<file path="config.mk">
export PLATFORM = sky130hd
export DESIGN_NAME = htb_ctrl
export DESIGN_NICKNAME = d
export VERILOG_FILES = /design/src/sv/huffman_tree_builder_unit_assert.svh /design/src/sv/htb_pkg.sv /design/src/sv/htb_ctrl.sv
export SDC_FILE = /design/constraint.sdc
export NUM_CORES = 1
export LEC_CHECK = 0
export BUFFER_PORTS_ARGS = -buffer_cell sky130_fd_sc_hd__buf_2
export CORE_AREA = 4 4 41 43
export CTS_CLUSTER_DIAMETER = 100
export DETAILED_ROUTE_END_ITERATION = 6
export DIE_AREA = 0 0 45 47
export REMOVE_ABC_BUFFERS = 1
export SYNTH_ARGS = -nofsm -noshare
export SYNTH_HDL_FRONTEND = slang
export SYNTH_SLANG_ARGS = --single-unit
export TNS_END_PERCENT = 100
</file>
<file path="constraint.sdc">
create_clock -name clk -period 2.7 [get_ports clk]
set_input_delay 0.405 -clock clk [delete_from_list [all_inputs] [get_ports clk]]
set_output_delay 0.405 -clock clk [all_outputs]
set_load 0.02 [all_outputs]
</file>
<file path="src/sv/huffman_tree_builder_unit_assert.svh">
// ----------------------------------------------------------------------------
// Huffman tree builder assertion macros
// Concurrent assertion wrappers, removable with NO_ASSERTIONS.
// ----------------------------------------------------------------------------
`ifndef HUFFMAN_TREE_BUILDER_UNIT_ASSERT_SVH
`define HUFFMAN_TREE_BUILDER_UNIT_ASSERT_SVH
`ifndef NO_ASSERTIONS
`define HTB_ASSERT_CLK(lbl, ck, rn, prop) \
  lbl: assert property (@(posedge ck) disable iff (!rn) prop) \
    else $error("huffman tree builder assertion failed");
`define HTB_ASSERT(lbl, prop) `HTB_ASSERT_CLK(lbl, clk, rst_n, prop)
`else
`define HTB_ASSERT_CLK(lbl, ck, rn, prop)
`define HTB_ASSERT(lbl, prop)
`endif
`endif

</file>
<file path="src/sv/htb_pkg.sv">
// ----------------------------------------------------------------------------
// Huffman tree builder package
// Shared codes, defaults and controller/datapath interface types.
// ----------------------------------------------------------------------------
`default_nettype none
package htb_pkg;
  localparam int SYMBOLS_DEF    = 256;
  localparam int COUNT_BITS_DEF = 32;
  localparam int ID_W           = 9;
  localparam int IN_CNT_W       = 32;
  localparam int OUT_CNT_W      = 32;
  localparam int IN_DATA_W      = 40;
  localparam int OUT_DATA_W     = 64;

  localparam logic [ID_W-1:0] ID_FIRST_INT = 9'd256;
  localparam logic [ID_W-1:0] ID_LAST      = 9'd511;

  localparam logic [1:0] ACT_LOAD  = 2'd0;
  localparam logic [1:0] ACT_MERGE = 2'd1;
  localparam logic [1:0] ACT_CLEAR = 2'd2;

  localparam logic [1:0] KIND_MERGE = 2'd0;
  localparam logic [1:0] KIND_ROOT  = 2'd1;
  localparam logic [1:0] KIND_EMPTY = 2'd2;

  typedef struct packed {
    logic ld;    // insert input leaf
    logic clr;   // empty list
    logic eval;  // take front entries, form result
    logic ins;   // insert merged node
  } htb_cmd_t;

  typedef struct packed {
    logic two_plus;  // at least two entries
  } htb_sts_t;
endpackage
`default_nettype wire

</file>
<file path="src/sv/htb_ctrl.sv">
// ----------------------------------------------------------------------------
// Huffman tree builder controller
// Sequences load, clear and merge items and holds the result handshake.
// ----------------------------------------------------------------------------
`default_nettype none
module htb_ctrl (
  input  wire logic              clk,
  input  wire logic              rst_n,
  input  wire logic              in_tvalid,
  output logic                   in_tready,
  input  wire logic [1:0]        in_action,
  output logic                   out_tvalid,
  input  wire logic              out_tready,
  input  wire htb_pkg::htb_sts_t sts,
  output htb_pkg::htb_cmd_t      cmd
);
  import htb_pkg::*;

  typedef enum logic [3:0] {
    ST_IDLE = 4'b0001,
    ST_EVAL = 4'b0010,
    ST_INS  = 4'b0100,
    ST_OUT  = 4'b1000
  } state_t;

  state_t state_r, state_nxt;
  logic   acc;

  assign in_tready  = (state_r == ST_IDLE);
  assign out_tvalid = (state_r == ST_OUT);
  assign acc        = in_tvalid && in_tready;

  always_comb begin
    state_nxt = state_r;
    cmd       = '0;
    case (state_r)
      ST_IDLE: begin
        if (acc) begin
          case (in_action)
            ACT_LOAD:  cmd.ld = 1'b1;
            ACT_CLEAR: cmd.clr = 1'b1;
            ACT_MERGE: state_nxt = ST_EVAL;
            default:   state_nxt = ST_IDLE;
          endcase
        end
      end
      ST_EVAL: begin
        cmd.eval  = 1'b1;
        state_nxt = sts.two_plus ? ST_INS : ST_OUT;
      end
      ST_INS: begin
        cmd.ins   = 1'b1;
        state_nxt = ST_OUT;
      end
      ST_OUT: begin
        if (out_tready) state_nxt = ST_IDLE;
      end
      default: state_nxt = ST_IDLE;
    endcase
  end

  always_ff @(posedge clk) begin
    if (!rst_n) state_r <= ST_IDLE;
    else        state_r <= state_nxt;
  end
endmodule
`default_nettype wire

</file>
; ---- Word-level counts from Yosys, hierarchy flattened
; Cells that the tools add are included.
[op_classes]
n_mux = 11
n_reduce_logical = 4
n_eq_ne = 9
[ops]
columns = operator, count
row1 = 4-bit one-hot mux with 4 select lines, 1
row2 = 4-bit two-way mux, 3
row3 = 4-bit one-hot mux with 2 select lines, 1
row4 = 4-bit by 1-bit == test with 1-bit output (second input constant), 1
row5 = 4-bit by 2-bit == test with 1-bit output (second input constant), 1
row6 = 4-bit by 3-bit == test with 1-bit output (second input constant), 1
row7 = 4-bit == test (second input constant), 1
row8 = 1-bit two-way mux, 4
row9 = 2-bit two-way mux, 2
row10 = 2-bit by 1-bit != test with 1-bit output (second input constant), 2
row11 = 3-bit AND reduction, 1
row12 = 2-bit by 1-bit == test with 1-bit output (second input constant), 1
row13 = 2-bit == test (second input constant), 1
row14 = 2-bit zero test, 1
row15 = 2-bit != test (second input constant), 1
row16 = 2-bit OR reduction, 1
row17 = 1-bit logical AND, 1
[totals]
elab_cells = 25
inputBits = 7
ff_bits = 4

; ---- Longest topological paths before layout
[depth]
word_depth = 5
ltp_mapped = 4
depth_no_buf = 3

; ---- Least setup slack after synthesis
; No wires, ideal clock.
[synth_timing]
path_type = register -> output
from = reg state_r[2]
to = out cmd[3] (netlist name)
t_required_ps = 2295
slack_ps = 767
t_arrival_ps = 1528
path_stages_with_launch = 5
path_buffers = 1
cell_sequence = dfxtp_1 buf_2 nor4b_4 nand2_1 nor3_1
[synth_rtl]
columns = item, line
row1 = from (decl), htb_ctrl.sv:26  ; state_t state_r, state_nxt;
row2 = from (signal assigned), htb_ctrl.sv:64  ; else state_r <= state_nxt;
row3 = to (decl), htb_ctrl.sv:15  ; output htb_pkg::htb_cmd_t cmd

==> run summary <==
Final setup vio count -> 0
Max Root-Sink Buffers -> 2
Layout overhead on the synthesized area -> 35.16%
Top cell type's share of synthesized area -> 29.22%
WP buf/inv -> 1
Final ANT Viol Nets -> 0
Hold Fails Final Rpt -> 0
Worst-path fanout max -> 9
Register name with the most flops -> state_r
Detailed placement HPWL -> 489.4 um
Register bit total from synthesis -> 4
Compound-Gate Fraction of Synth Area -> 20.09%
Ys flop type -> dfxtp_1
Mapped cell area -> 274.0 um^2
Ant. Diodes -> 0
Post-CTS setup buffer count -> 0
CP max stage cell -> dfxtp_1
Simple-gate area share of the yosys netlist -> 47.49%
Post-synth EDFFs -> 0
Routed wire length -> 637 um
Pin count of the biggest net entering global routing -> 10
Die area -> 2115 um^2
Count of input and output buffers -> 12
Design area -> 370.4 um^2
Worst hold margin -> 438.4 ps
Yosys top cell by area -> dfxtp_1
Initial antenna violation count -> 0
Num CTS Buffers -> 3
Vias in the first global route -> 234
Final clock period utilization by the worst path -> 68.32%
Num rows -> 13
GP Congestion -> 0.6846
Crit path largest cell delay -> 390 ps
Critical path's top delay family -> simple AND/OR/NAND/NOR gates
Highest routed layer -> met3
Critical Path Source Type -> flop
Clk slew on worst S/H paths -> 30 ps
Remaining Overflow, GRT -> 0
Crit path kind -> reg -> out
Largest family of logic cells by synthesized area -> simple AND/OR/NAND/NOR gates
Status -> completed
Routed wl met2 -> 297 um
Max Cap Viol -> 0
Die height -> 47 um
Worst-path cell chain -> nor4b_4 > nand2_1 > nor3b_2 > buf_2
Sum Neg Setup Slack -> 0 ps
Hold WC Path Type -> in -> reg
CTS tree -> done
Regs by FF count -> state_r (4)
Post-Route M1 WL -> 298 um
Sequential area share after synthesis -> 29.22%
Hold buffers post-CTS -> 0
Post-synthesis xor/xnor area fraction -> 0%
Commonest cells post-synth -> dfxtp_1 (4), nand2b_1 (4), nor3_1 (3)
Netlist cell types -> 21
Slew headroom -> 78.28%
Post-DR vias/cell -> 4.492
Mux share of post-synthesis cell area -> 0%
Area after DPL -> 347.8 um^2
1st-pass router iterations -> 2
DR iter-0 viols -> 2
Layout cell share with drive strength beyond 1 -> 40.91%
Maximum vdd ir drop -> 0.2221 mV
Crit path time final -> 1845 ps
First-pass GRT wire length -> 1055 um
Total GRT Usage -> 7.419%
Leakage power -> 0.1680 nW
H-tree Lvls -> 1
CTS-repair resized insts -> 0
IO Pins -> 13
Initial core utilization -> 21.06%
PD cells -> 417.2 nW/um^2
Nets -> 53
Die X -> 45 um
Core Box Area -> 1301 um^2
Met3 WL -> 41 um
Clock Skews -> 2.781 ps
Number of remaining DRC errors -> 0
Syn Area/Cell -> 9.134 um^2
Yosys Warn Count -> 0
Clk_lat worst skew -> 230 ps
Fmax -> 542.1 MHz
Clock Sinks -> 4
Least-Margin Pin Slew -> 325.3 ps
Synth Instances -> 30
Number of flip-flops in the largest register -> 4
Root buffer cell -> clkbuf_4
Slew Viols, Final -> 0
Routed vias -> 265
Avg WL per Cell -> 10.80 um
Worst EP required -> 2300 ps
RSZ-0062 raised after global routing -> no
Adder-cell share of the synthesized area -> 0%
Synth async-reset ratio -> 0%
CP Capture Type -> primary output
Critical Path AT -> 1440 ps
Top cells by area, synth -> dfxtp_1 (29%), nand2b_1 (9.1%), nor4b_4 (8.7%), nor3_1 (5.5%), a211oi_2 (4.6%)
power by group:
part | switching, mW | internal, mW
logic | 0.0102 | 0.00934
clock network | 0.0234 | 0.0497
registers | 0.00174 | 0.0602
total | 0.0353 | 0.119
area by class of cell:
type,count,area [um^2]
inverters,1,3.754
fillers,159,930.9
repair buffers,12,60.06
clock buffers,3,22.52
multi-input cells,24,185.2
flip-flops and latches,4,80.08
well taps,15,18.77
layer usage:
metal | vias to the layer above | global-route usage, %
li1 | 143 | -
met1 | 115 | 8.844
met2 | 7 | 9.322
met3 | 0 | 2.682
met4 | 0 | 8.772
met5 | - | 0
cell usage in the layout (no fill, tap or decap):
cell        n
buf_2      12
or3b_1      1
o21ai_0     1
and3_1      1
a211oi_2    1
nor3b_2     1
nor2_1      1
nand4bb_1   1
clkbuf_4    3
a211oi_1    1
nand2_1     2
nor4b_4     1
nor4b_1     1
o21ai_1     1
a21boi_1    1
nand3b_1    1
nor3_1      3
nand2b_1    4
dfxtp_1     4
inv_1       1
o2111a_1    1
o22ai_1     1
final timing paths:
| path | from | end | slack (ps) | cells after the start |
|---|---|---|---|---|
| max | state_r[2] | cmd[2] | 860 | 4 |
| min | sts | state_r[2] | 440 | 2 |
| max reg2reg | state_r[3] | state_r[0] | 1470 | 3 |
| min reg2reg | state_r[0] | state_r[3] | 640 | 2 |
cells by family after synthesis:
logic type	after synthesis
and+or+nand+nor	17
AOI/OAI and AO/OA	7
DFF	4
buffers and inverters	2
metrics by stage:
step | cells | setup slack (ps) | utilization (%) | total power [mW]
2_1_floorplan | 29 | 816.0 | - | 0.07294
3_3_place_gp | 56 | 1103 | 26.73 | 0.08239
3_5_place_dp | 56 | 1095 | 26.73 | 0.08258
4_1_cts | 59 | 833.2 | 28.46 | 0.1613
5_1_grt | 59 | 689.4 | 28.46 | 0.1695
6_report | 59 | 855.4 | 28.46 | 0.1545
worst register-to-register path, cell delays in order (launching register included):
cell	delay [ps]
dfxtp_1	470
or3b_1	390
a211oi_2	180
o21ai_1	70
Power figures use the tool's default switching activity.
